[src/design/rcache_pkg.sv]
// ----------------------------------------------------------------------------
// rcache_pkg
// Types and constants shared by the release-order cache.
// ----------------------------------------------------------------------------
`default_nettype none
package rcache_pkg;
  localparam int CFG_W   = 42;
  localparam int TOTAL_W = 42;
  localparam int SIZE_W  = 38;
  localparam int BITS_W  = 40;
  localparam int CNT_W   = 31;
  localparam int STAMP_W = 32;
  localparam int KEYIN_W = 32;
  localparam int BASE_COST = 16;
  localparam logic [CNT_W-1:0] COUNT_MAX = {CNT_W{1'b1}};

  localparam logic [1:0] ST_HIT     = 2'd0;
  localparam logic [1:0] ST_INSERT  = 2'd1;
  localparam logic [1:0] ST_FULL    = 2'd2;
  localparam logic [1:0] ST_UNKNOWN = 2'd3;

  localparam logic CMD_GET = 1'b0;
  localparam logic CMD_REL = 1'b1;

  localparam logic [0:0] REG_SIZE_LIMIT = 1'd0;

  typedef struct packed {
    logic              cmd;
    logic [31:0]       key;
    logic [BITS_W-1:0] object_bits;
  } in_t;

  typedef struct packed {
    logic [1:0]         status;
    logic [3:0]         slot;
    logic [4:0]         evicted_count;
    logic [CNT_W-1:0]   refs_now;
    logic [TOTAL_W-1:0] total_size;
  } out_t;

  // cell operations driven by the sequencer
  localparam logic [2:0] OP_NONE   = 3'd0;
  localparam logic [2:0] OP_WRITE  = 3'd1;
  localparam logic [2:0] OP_AGE    = 3'd2;
  localparam logic [2:0] OP_INVAL  = 3'd3;

  typedef struct packed {
    logic [2:0]         op;
    logic [7:0]         target;
    logic               in_use;
    logic [STAMP_W-1:0] age;
    logic [SIZE_W-1:0]  size;
  } cell_cmd_t;

  // token travelling down the chain
  typedef struct packed {
    logic               hit;
    logic [7:0]         hit_idx;
    logic               hit_in_use;
    logic [STAMP_W-1:0] hit_age;
    logic               free;
    logic [7:0]         free_idx;
    logic               rel;
    logic [7:0]         rel_idx;
    logic [STAMP_W-1:0] rel_stamp;
    logic [SIZE_W-1:0]  rel_size;
  } token_t;
endpackage
`default_nettype wire

[src/design/refcounted_cache_release_order_evict.sv]
// Operation: with S = ENTRIES/4 rounded up token registers in the chain, a hit,
// release, unknown key or full table gives its result beat after one scan of
// the chain. An insert then evicts the oldest released entry, one scan each,
// while the total exceeds the size limit; a last scan that finds nothing ends it.
// One item at a time; the next beat is taken once the result beat is accepted.
// Reset: synchronous, clears all valid bits, total, stamp; limit all ones.
`default_nettype none
module refcounted_cache_release_order_evict #(
  parameter int ENTRIES  = 16,
  parameter int KEY_BITS = 32
) (
  input  wire                clk,
  input  wire                rst,
  input  wire                in_valid,
  output logic               in_ready,
  input  wire rcache_pkg::in_t in_data,
  output logic               out_valid,
  input  wire                out_ready,
  output rcache_pkg::out_t   out_data,
  input  wire                psel,
  input  wire                penable,
  input  wire                pwrite,
  input  wire [3:0]          paddr,
  input  wire [63:0]         pwdata,
  output logic [63:0]        prdata,
  output logic               pready
);
  import rcache_pkg::*;

  localparam int NSTG = (ENTRIES + 3) / 4;
  localparam int WW = $clog2(NSTG + 2);

  localparam logic [1:0] S_IDLE = 2'd0;
  localparam logic [1:0] S_LOOK = 2'd1;
  localparam logic [1:0] S_EVIC = 2'd2;
  localparam logic [1:0] S_OUT  = 2'd3;

  logic [1:0]          state;
  logic [WW-1:0]       wait_cnt;
  logic [CFG_W-1:0]    size_limit;
  logic [TOTAL_W-1:0]  total;
  logic [STAMP_W-1:0]  stamp;
  in_t                 req;
  out_t                res;
  cell_cmd_t           cmd;
  token_t              tok;
  logic [KEY_BITS-1:0] key;
  logic [4:0]          evicted;
  logic [CNT_W-1:0]    cnt, cnt_next;
  logic [SIZE_W-1:0]   new_size;

  assign pready = 1'b1;
  assign prdata = (paddr[3] == REG_SIZE_LIMIT) ? 64'(size_limit) : 64'd0;
  assign key = KEY_BITS'(req.key);
  assign in_ready = (state == S_IDLE) && !out_valid;
  assign new_size = SIZE_W'(BASE_COST) + SIZE_W'(req.object_bits >> 3);
  assign cnt = tok.hit_in_use ? tok.hit_age[CNT_W-1:0] : '0;

  always_comb begin
    if (cnt == '0) cnt_next = CNT_W'(1);
    else if (cnt == COUNT_MAX) cnt_next = COUNT_MAX;
    else cnt_next = cnt + CNT_W'(1);
  end

  rcache_chain #(.ENTRIES(ENTRIES), .KEY_BITS(KEY_BITS)) u_chain (
    .clk(clk), .rst(rst), .key(key), .cmd(cmd), .tok(tok)
  );

  always_ff @(posedge clk) begin
    if (rst) begin
      state      <= S_IDLE;
      out_valid  <= 1'b0;
      size_limit <= {CFG_W{1'b1}};
      total      <= '0;
      stamp      <= '0;
      wait_cnt   <= '0;
      cmd.op     <= OP_NONE;
    end else begin
      if (psel && penable && pwrite && paddr[3] == REG_SIZE_LIMIT)
        size_limit <= pwdata[CFG_W-1:0];
      if (out_valid && out_ready) out_valid <= 1'b0;
      case (state)
        S_IDLE: begin
          cmd.op <= OP_NONE;
          if (in_valid && in_ready) begin
            req      <= in_data;
            wait_cnt <= '0;
            evicted  <= '0;
            state    <= S_LOOK;
          end
        end
        S_LOOK: begin
          if (wait_cnt == WW'(NSTG + 1)) begin
            if (req.cmd == CMD_GET) begin
              if (tok.hit) begin
                cmd.op <= OP_AGE; cmd.target <= tok.hit_idx; cmd.in_use <= 1'b1;
                cmd.age <= STAMP_W'(cnt_next);
                res <= '{status: ST_HIT, slot: tok.hit_idx[3:0], evicted_count: 5'd0,
                         refs_now: cnt_next, total_size: total};
                wait_cnt <= wait_cnt + WW'(1);
                state <= S_OUT;
              end else if (!tok.free) begin
                cmd.op <= OP_NONE;
                res <= '{status: ST_FULL, slot: 4'd0, evicted_count: 5'd0,
                         refs_now: '0, total_size: total};
                wait_cnt <= wait_cnt + WW'(1);
                state <= S_OUT;
              end else begin
                cmd.op <= OP_WRITE; cmd.target <= tok.free_idx;
                cmd.in_use <= 1'b1; cmd.age <= STAMP_W'(1);
                cmd.size <= new_size;
                total <= total + TOTAL_W'(new_size);
                res <= '{status: ST_INSERT, slot: tok.free_idx[3:0], evicted_count: 5'd0,
                         refs_now: CNT_W'(1), total_size: total};
                wait_cnt <= '0;
                state <= S_EVIC;
              end
            end else begin
              wait_cnt <= wait_cnt + WW'(1);
              state <= S_OUT;
              if (!tok.hit) begin
                cmd.op <= OP_NONE;
                res <= '{status: ST_UNKNOWN, slot: 4'd0, evicted_count: 5'd0,
                         refs_now: '0, total_size: total};
              end else if (tok.hit_in_use && tok.hit_age[CNT_W-1:0] > CNT_W'(1)) begin
                cmd.op <= OP_AGE; cmd.target <= tok.hit_idx; cmd.in_use <= 1'b1;
                cmd.age <= STAMP_W'(tok.hit_age[CNT_W-1:0] - CNT_W'(1));
                res <= '{status: ST_HIT, slot: tok.hit_idx[3:0], evicted_count: 5'd0,
                         refs_now: tok.hit_age[CNT_W-1:0] - CNT_W'(1), total_size: total};
              end else begin
                cmd.op <= OP_AGE; cmd.target <= tok.hit_idx; cmd.in_use <= 1'b0;
                cmd.age <= stamp + STAMP_W'(1);
                stamp <= stamp + STAMP_W'(1);
                res <= '{status: ST_HIT, slot: tok.hit_idx[3:0], evicted_count: 5'd0,
                         refs_now: '0, total_size: total};
              end
            end
          end else begin
            cmd.op <= OP_NONE;
            wait_cnt <= wait_cnt + WW'(1);
          end
        end
        S_EVIC: begin
          if (wait_cnt == '0) begin
            cmd.op <= OP_NONE;
            wait_cnt <= wait_cnt + WW'(1);
            res.total_size <= total;
            if (total <= size_limit) state <= S_OUT;
          end else if (wait_cnt == WW'(NSTG + 1)) begin
            wait_cnt <= '0;
            if (!tok.rel) begin
              cmd.op <= OP_NONE;
              state <= S_OUT;
            end else begin
              cmd.op <= OP_INVAL; cmd.target <= tok.rel_idx;
              total <= total - TOTAL_W'(tok.rel_size);
              evicted <= evicted + 5'd1;
              res.evicted_count <= evicted + 5'd1;
            end
          end else begin
            cmd.op <= OP_NONE;
            wait_cnt <= wait_cnt + WW'(1);
          end
        end
        S_OUT: begin
          cmd.op <= OP_NONE;
          if (!out_valid) begin
            out_valid <= 1'b1;
            out_data  <= res;
            state     <= S_IDLE;
          end
        end
        default: begin
          cmd.op <= OP_NONE;
          state <= S_IDLE;
        end
      endcase
    end
  end
endmodule
`default_nettype wire

[src/design/rcache_cell.sv]
// ----------------------------------------------------------------------------
// rcache_cell
// One table slot: holds key, age and size, and updates the passing token.
// ----------------------------------------------------------------------------
`default_nettype none
module rcache_cell #(
  parameter int IDX      = 0,
  parameter int KEY_BITS = 32
) (
  input  wire                      clk,
  input  wire                      rst,
  input  wire [KEY_BITS-1:0]       key,
  input  wire rcache_pkg::cell_cmd_t cmd,
  input  wire [KEY_BITS-1:0]       wkey,
  input  wire rcache_pkg::token_t  tok_in,
  output rcache_pkg::token_t       tok_out
);
  import rcache_pkg::*;

  logic               valid;
  logic [KEY_BITS-1:0] ekey;
  logic               in_use;
  logic [STAMP_W-1:0] age;
  logic [SIZE_W-1:0]  size;
  logic               sel;

  assign sel = (cmd.target == 8'(IDX));

  always_ff @(posedge clk) begin
    if (rst) begin
      valid <= 1'b0;
    end else if (sel && cmd.op == OP_WRITE) begin
      valid <= 1'b1;
    end else if (sel && cmd.op == OP_INVAL) begin
      valid <= 1'b0;
    end
    if (sel && cmd.op == OP_WRITE) begin
      ekey <= wkey;
      size <= cmd.size;
    end
    if (sel && (cmd.op == OP_WRITE || cmd.op == OP_AGE)) begin
      in_use <= cmd.in_use;
      age    <= cmd.age;
    end
  end

  always_comb begin
    tok_out = tok_in;
    if (valid && ekey == key && !tok_in.hit) begin
      tok_out.hit        = 1'b1;
      tok_out.hit_idx    = 8'(IDX);
      tok_out.hit_in_use = in_use;
      tok_out.hit_age    = age;
    end
    if (!valid && !tok_in.free) begin
      tok_out.free     = 1'b1;
      tok_out.free_idx = 8'(IDX);
    end
    if (valid && !in_use && (!tok_in.rel || age < tok_in.rel_stamp)) begin
      tok_out.rel       = 1'b1;
      tok_out.rel_idx   = 8'(IDX);
      tok_out.rel_stamp = age;
      tok_out.rel_size  = size;
    end
  end
endmodule
`default_nettype wire

[src/design/rcache_chain.sv]
// ----------------------------------------------------------------------------
// rcache_chain
// Row of cells; token is registered every SEG cells.
// ----------------------------------------------------------------------------
`default_nettype none
module rcache_chain #(
  parameter int ENTRIES  = 16,
  parameter int KEY_BITS = 32
) (
  input  wire                        clk,
  input  wire                        rst,
  input  wire [KEY_BITS-1:0]         key,
  input  wire rcache_pkg::cell_cmd_t cmd,
  output rcache_pkg::token_t         tok
);
  import rcache_pkg::*;

  localparam int SEG = 4;
  localparam int NSTG = (ENTRIES + SEG - 1) / SEG;

  token_t link [ENTRIES+1];
  token_t stg  [NSTG+1];

  assign stg[0] = '0;

  genvar g, c;
  generate
    for (g = 0; g < NSTG; g++) begin : g_stage
      token_t head;
      assign head = stg[g];
      for (c = 0; c < SEG; c++) begin : g_cell
        if (g*SEG + c < ENTRIES) begin : g_on
          rcache_cell #(.IDX(g*SEG + c), .KEY_BITS(KEY_BITS)) u_cell (
            .clk(clk), .rst(rst), .key(key), .cmd(cmd), .wkey(key),
            .tok_in((c == 0) ? head : link[g*SEG + c]),
            .tok_out(link[g*SEG + c + 1])
          );
        end
      end
      always_ff @(posedge clk) begin
        stg[g+1] <= link[(g*SEG + SEG < ENTRIES) ? g*SEG + SEG : ENTRIES];
      end
    end
  endgenerate

  assign link[0] = '0;
  assign tok = stg[NSTG];
endmodule
`default_nettype wire

[config.mk]
export PLATFORM = sky130hd
export DESIGN_NAME = refcounted_cache_release_order_evict
export DESIGN_NICKNAME = d
export VERILOG_FILES = /design/src/design/rcache_pkg.sv /design/src/design/refcounted_cache_release_order_evict.sv /design/src/design/rcache_cell.sv /design/src/design/rcache_chain.sv
export SDC_FILE = /design/constraint.sdc
export NUM_CORES = 2
export LEC_CHECK = 0
export BUFFER_PORTS_ARGS = -buffer_cell sky130_fd_sc_hd__buf_2
export CORE_UTILIZATION = 55
export DETAILED_ROUTE_END_ITERATION = 8
export PLACE_DENSITY_LB_ADDON = 0.1
export SYNTH_ARGS = -nofsm -noshare
export SYNTH_HDL_FRONTEND = slang
export SYNTH_SLANG_ARGS = --single-unit
[constraint.sdc]
create_clock -name clk -period 15.2 [get_ports clk]
set_clock_uncertainty 0.15 [all_clocks]
set_input_delay 2.28 -clock clk [delete_from_list [all_inputs] [get_ports clk]]
set_output_delay 2.28 -clock clk [all_outputs]
set_load 0.005 [all_outputs]
### Word level (Yosys, flattened, before mapping)

Index checks and enable logic that the tools add are counted.

| storage, ports and cells | value |
|---|---|
| register bits | 2601 |
| input port bits | 148 |
| output and inout port bits | 151 |
| logic and storage cells | 685 |

| cells by class | value |
|---|---|
| add/sub/neg operators | 9 |
| magnitude comparators | 17 |
| equal/unequal tests | 55 |
| mux-type cells | 143 |
| bitwise logic cells | 6 |
| reductions and logical operators | 287 |

Operators by type and width:

| kind | count |
|---|---|
| 2-to-1 mux 79 bit | 14 |
| 2-to-1 mux 42 bit | 21 |
| == test 32 bit | 16 |
| < comparator 32 bit | 15 |
| 2-to-1 mux 84 bit | 4 |
| 2-to-1 mux 70 bit | 3 |
| one-hot mux 42 bit (2 select lines) | 2 |
| 2-to-1 mux 33 bit | 5 |
| logical AND 1 bit | 132 |
| 2-to-1 mux 38 bit | 3 |
| 2-to-1 mux 9 bit | 12 |
| 2-to-1 mux 31 bit | 3 |
| 2-to-1 mux 78 bit | 1 |
| logical NOT 1 bit | 77 |
| 2-to-1 mux 73 bit | 1 |
| == test 8 x 4 -> 1 bit, second input constant | 8 |
| 2-to-1 mux 44 bit | 1 |
| 2-to-1 mux 43 bit | 1 |
| adder 42 x 38 -> 42 bit | 1 |
| <= comparator 42 bit | 1 |
| subtractor 42 x 38 -> 42 bit | 1 |
| 2-to-1 mux 41 bit | 1 |
| adder 5 x 37 -> 38 bit, first input constant | 1 |
| 2-to-1 mux 1 bit | 38 |
| 46 further kinds | 155 |

### Depth between registers and ports, before layout

| depth | value |
|---|---|
| depth after elaboration | 16 |
| depth in mapped cells | 56 |
| depth with buffers taken out | 46 |

### By module

A second synthesis with hierarchy kept.

| second synthesis, totals | value |
|---|---|
| cells, all modules | 9605 |
| area total of the unflattened synthesis | 126127.2 um^2 |

Modules (own cells, without submodules):

| module | times used | cells an instance | area an instance (um^2) | seq. area each (um^2) |
|---|---|---|---|---|
| rcache_cell (u_chain.g_stage[1].g_cell[2].g_on.u_cell ...) | 6 | 422 | 5776.8 | 3113.0 |
| refcounted_cache_release_order_evict | 1 | 2326 | 23292.3 | 12151.7 |
| rcache_cell (u_chain.g_stage[1].g_cell[3].g_on.u_cell ...) | 2 | 423 | 5778.0 | 3113.0 |
| rcache_cell (u_chain.g_stage[0].g_cell[1].g_on.u_cell ...) | 2 | 423 | 5775.5 | 3113.0 |
| rcache_cell (u_chain.g_stage[1].g_cell[0].g_on.u_cell ...) | 2 | 422 | 5775.5 | 3113.0 |
| rcache_cell (u_chain.g_stage[0].g_cell[3].g_on.u_cell ...) | 2 | 422 | 5774.3 | 3113.0 |
| rcache_chain | 1 | 521 | 10413.7 | 10410.0 |
| rcache_cell (u_chain.g_stage[1].g_cell[1].g_on.u_cell) | 1 | 423 | 5780.5 | 3113.0 |
| rcache_cell (u_chain.g_stage[0].g_cell[0].g_on.u_cell) | 1 | 423 | 5773.0 | 3113.0 |

### Worst setup path before layout

OpenSTA, ideal clock, no wires.

| timing | value |
|---|---|
| path type | register to register |
| start point | register u_chain.g_stage[3].g_cell[0].g_on.u_cell.age[22] |
| end point | register u_chain.stg (netlist bit u_chain.tok[10]) |
| arrival time | 10.666 ns |
| data required time | 14.929 ns |
| path slack | 4.264 ns |
| cell stages (with the launch flop) | 53 |
| path buffers | 10 |
| period minus slack after synthesis | 10.936 ns |
| cells stage by stage | edfxtp_1 > ha_1 > a21o_1 > a2111oi_0 > o211ai_1 > o21ai_0 > and2_1 > buf_2 > clkbuf_1 > clkbuf_1 > a21oi_1 > ha_1 > nand4_1 > or4_1 > nor3_1 > nand2_1 > nor2_1 > nand3_1 > [... 17 more ...] > clkbuf_1 > nand2_1 > o21a_1 > ha_1 > a21o_1 > a21o_1 > a21oi_1 > nor2b_1 > o21ai_0 > o211ai_1 > nor3_1 > nor3b_1 > mux2i_1 > a32oi_1 > a21bo_2 > clkbuf_1 > clkbuf_1 > mux2_2 |

RTL lines:

| item | line | RTL |
|---|---|---|
| start: declaration | rcache_cell.sv:23 | `logic [STAMP_W-1:0] age;` |
| start signal: assignment | rcache_cell.sv:43 | `age <= cmd.age;` |
| end signal: indexed assignment | rcache_chain.sv:41 | `stg[g+1] <= link[(g*SEG + SEG < ENTRIES) ? g*SEG + SEG : ENTRIES];` |
| end: declaration | rcache_chain.sv:22 | `token_t stg [NSTG+1];` |

==> flow_summary.toml <==
[synth]
synth-seq-cells = 2533
synth-main-ff-cell = "edfxtp_1"
netlist_area_sq_mm = 0.116
yosysSeqAreaShare_pct = 60.6
ys_warn_count = 0
ys_types = 91
synthArstFlopShare_pct = 0
synth_edf_count = 1966
synth_area_per_cell_sq_um = 12.1
yosysTopAreaCell = "edfxtp_1"
synth_area_leaders = "edfxtp_1, dfxtp_1, ha_1, xnor2_1, mux2i_1"
synth_cells = 9570
synth_top_area_share_pct = 50.8

[setup_path]
critical_path_class = "flip-flop to flip-flop"
crit_fanout = 64
crit_top_cell = "a21o_1"
cp-startpoint = "u_chain.g_stage[1].g_cell[0].g_on.u_cell.age[19]"
r2r-end = "u_chain.g_stage[2].head[12]"
critPathCapture = "u_chain.g_stage[2].head[12]"
arrival_ps = 14280
end_kind = "flip-flop"
r2r.worst_path.cells = 46
max_stage_delay_ps = 680
r2r_setup_slack_ps = 1570
reg2reg_from = "u_chain.g_stage[1].g_cell[0].g_on.u_cell.age[19]"
critPathRequiredTime_ps = 15850
critPathLaunchType = "flip-flop"
crit_slowest_cell = "o211ai_4"

[die]
dieArea_sq_mm = 0.213
initial_core_util_pct = 55.4
row_count = 168
die_h_microns = 462
core_sq_mm = 0.210
io_pins = 299
die_x_microns = 462

[timing]
fin_crit_ps = 13630
max_freq_mhz = 73.4
rsz0062_at_grt = "false"
setup_tns_ps = 0
min_period_over_period_pct = 89.6
slew_headroom_pct = 7.41
slew_viol_final = 0
finalSetupViolCount = 0
hold_viol = 0
worst_slack_ps = 1570
worst_pin_slew_ps = 1350

[cts]
clkLatencyLatePin_ps = 930
ctsResizeCount = 0
cts_hold_repair.buffers = 0
cts_root_buf = "clkbuf_16"
h-tree-depth = 5
cts_setup_buffers = 0
clock_path_buffers = 4
cts_buffers = 285
clk_pin_slew_ps = 60
cts_tree = "done"
clock-sinks = 2533

[placed_design]
gp_congestion = 0.911
pre_cts_slack_ps = 1820
dp_hpwl_microns = 192000
place_inst = 12300
io_buffers = 247

[worst_hold_path]
hp-class = "flip-flop to flip-flop"

[routing]
dr.pass1.iters = 7
ant_nets = 0
via_count = 75500
wirelength_microns = 287000
post_drt_wl_per_cell_microns = 22.4
drc = 0
vias_per_cell = 5.90
drt_iter0_drc = 5982

[layout]
fin_cells = 12800
final_net_count = 10500
fillers = 16400
mostFrequentLayoutCells = "edfxtp_1, nand2_1, nor2_1"
final_common_cell = "edfxtp_1"
drive_above_1_share_pct = 11.7
regArea_sq_mm = 0.0704
area_growth_pct = 11.6
multiInputGateArea_sq_mm = 0.0430

[global_route]
antenna_found_initial = 5
use_met1_pct = 35.3
grt_pass1_vias = 75200
grt_pass1_wl_microns = 436000
grt_max_degree = 85
grt_use_total_pct = 26.7
gr-max-usage-layer = "met2"
overflow = 0
gr-usage-met3_pct = 3.13
grt_util_met2_pct = 45.5

[power_and_ir_drop]
vdd_ir_drop_max_uv = 124
intPower_mw = 11.9
p_sw_share_pct = 21.5
p_leak_nw = 48.4
p_per_area_mw_per_mm2 = 117
p_seq_share_pct = 50.2
comb_power_share_pct = 5.2
switchingPower_mw = 3.26
power_frac_clock_pct = 44.6

[run_status]
status = "finished, final reports clean"

[flow_run]
max_cap_viol_count = 0
area by class of cell:
type	count	share of cell area, %
clock buffers	404	6.34
well taps	2805	2.71
clock inverters	90	0.728
inverters	367	1.06
repair buffers	382	1.75
flip-flops and latches	2533	54.3
multi-input cells	6206	33.1
diodes	1	0.00193
logic make-up (layout without fill, tap and decap cells):
group	count (synthesis)	after routing	synth area share, %
multiplexers	614	614	5.65
AND/OR/NAND/NOR	2626	2626	10.5
adder cells (fa/ha/maj)	569	569	6.12
other	2	24	0.00646
XOR/XNOR	713	713	5.37
buffers and inverters	852	1243	2.89
AO/OA/AOI/OAI	1661	1661	8.93
flip-flops	2533	2533	60.6
power groups by stage:
stage / registers [mW] / clock network, mW / logic [mW]
floorplan: 7.75 / 0 / 0.496
global placement: 7.73 / 0 / 0.765
detailed placement: 7.73 / 0 / 0.782
CTS: 7.59 / 6.87 / 0.788
global route: 7.59 / 7.13 / 0.860
finish: 7.59 / 6.75 / 0.784
stage by stage:
step	power, mW	hold WS (ps)	instance area [sq um]	util (%)
finish	15.1	257	130000	61.8
global route	15.6	270	130000	61.8
CTS	15.2	256	130000	61.8
detailed placement	8.52	243	121000	57.5
global placement	8.50	242	121000	57.5
floorplan	8.25	236	116000	-
critical path, delay by kind of cell, from the launching register on:
kind            cells  cell delay [ps]
compound gates     27             6710
fa+ha+maj           4             1250
buf+inv             5             1520
flops               1              410
mux                 3             1160
simple gates        7             2210
worst min-delay path by stage:
stage | to | from | cells past startpoint
after floorplan | u_chain.tok[123] | u_chain.g_stage[3].head[123] | 1
after global placement | u_chain.tok[123] | u_chain.g_stage[3].head[123] | 1
after detailed placement | u_chain.tok[123] | u_chain.g_stage[3].head[123] | 1
after CTS | u_chain.tok[123] | u_chain.g_stage[3].head[123] | 1
after global routing | out_data[27] | res[27] | 0
final | u_chain.tok[123] | u_chain.g_stage[3].head[123] | 1
registers in the layout (all words and copies together), names as in the netlist:
register,cells
req,38
out_data,84
res,84
u_chain.g_stage.head,342
evicted,5
u_chain.g_stage.g_cell.g_on.u_cell.age,512
key,32
u_chain.tok,85
size_limit,42
u_chain.g_stage.g_cell.g_on.u_cell.in_use,16
u_chain.g_stage.g_cell.g_on.u_cell.valid,16
u_chain.g_stage.g_cell.g_on.u_cell.ekey,512
u_chain.g_stage.g_cell.g_on.u_cell.size,608
wait_cnt,3
total,42
cmd,77
stamp,32
out_valid,1
state,2
synth_stat cells (all sizes together) (7+ instances only):
cell type / n
or3: 25
and3: 51
inv: 366
nor4: 97
o211ai: 71
nand2b: 66
o21ai: 370
o31ai: 8
and4b: 7
a221o: 39
nand4: 190
nor3: 133
buf: 88
dfxtp: 567
nand3: 205
nand2: 862
a21boi: 12
nor3b: 12
mux2: 272
a21oi: 518
o21a: 48
and4: 16
nor2: 756
or4: 35
edfxtp: 1966
nor2b: 105
xor2: 272
a2111oi: 9
mux2i: 342
and2: 21
xnor2: 441
a211o: 64
or2: 16
clkbuf: 397
a21o: 150
nand3b: 9
o22ai: 8
a31o: 7
a31oi: 146
ha: 564
o2111ai: 9
a211oi: 138
metal layers:
layer | part of all wire [%] | wire length (microns) | up-vias
met2 | 49 | 141000 | 2211
met1 | 42 | 121000 | 37300
met5 | 0.0045 | 13 | -
met3 | 5.2 | 15000 | 564
li1 | - | - | 35400
met4 | 3.4 | 9620 | 2
Power figures use the tool's default switching activity.
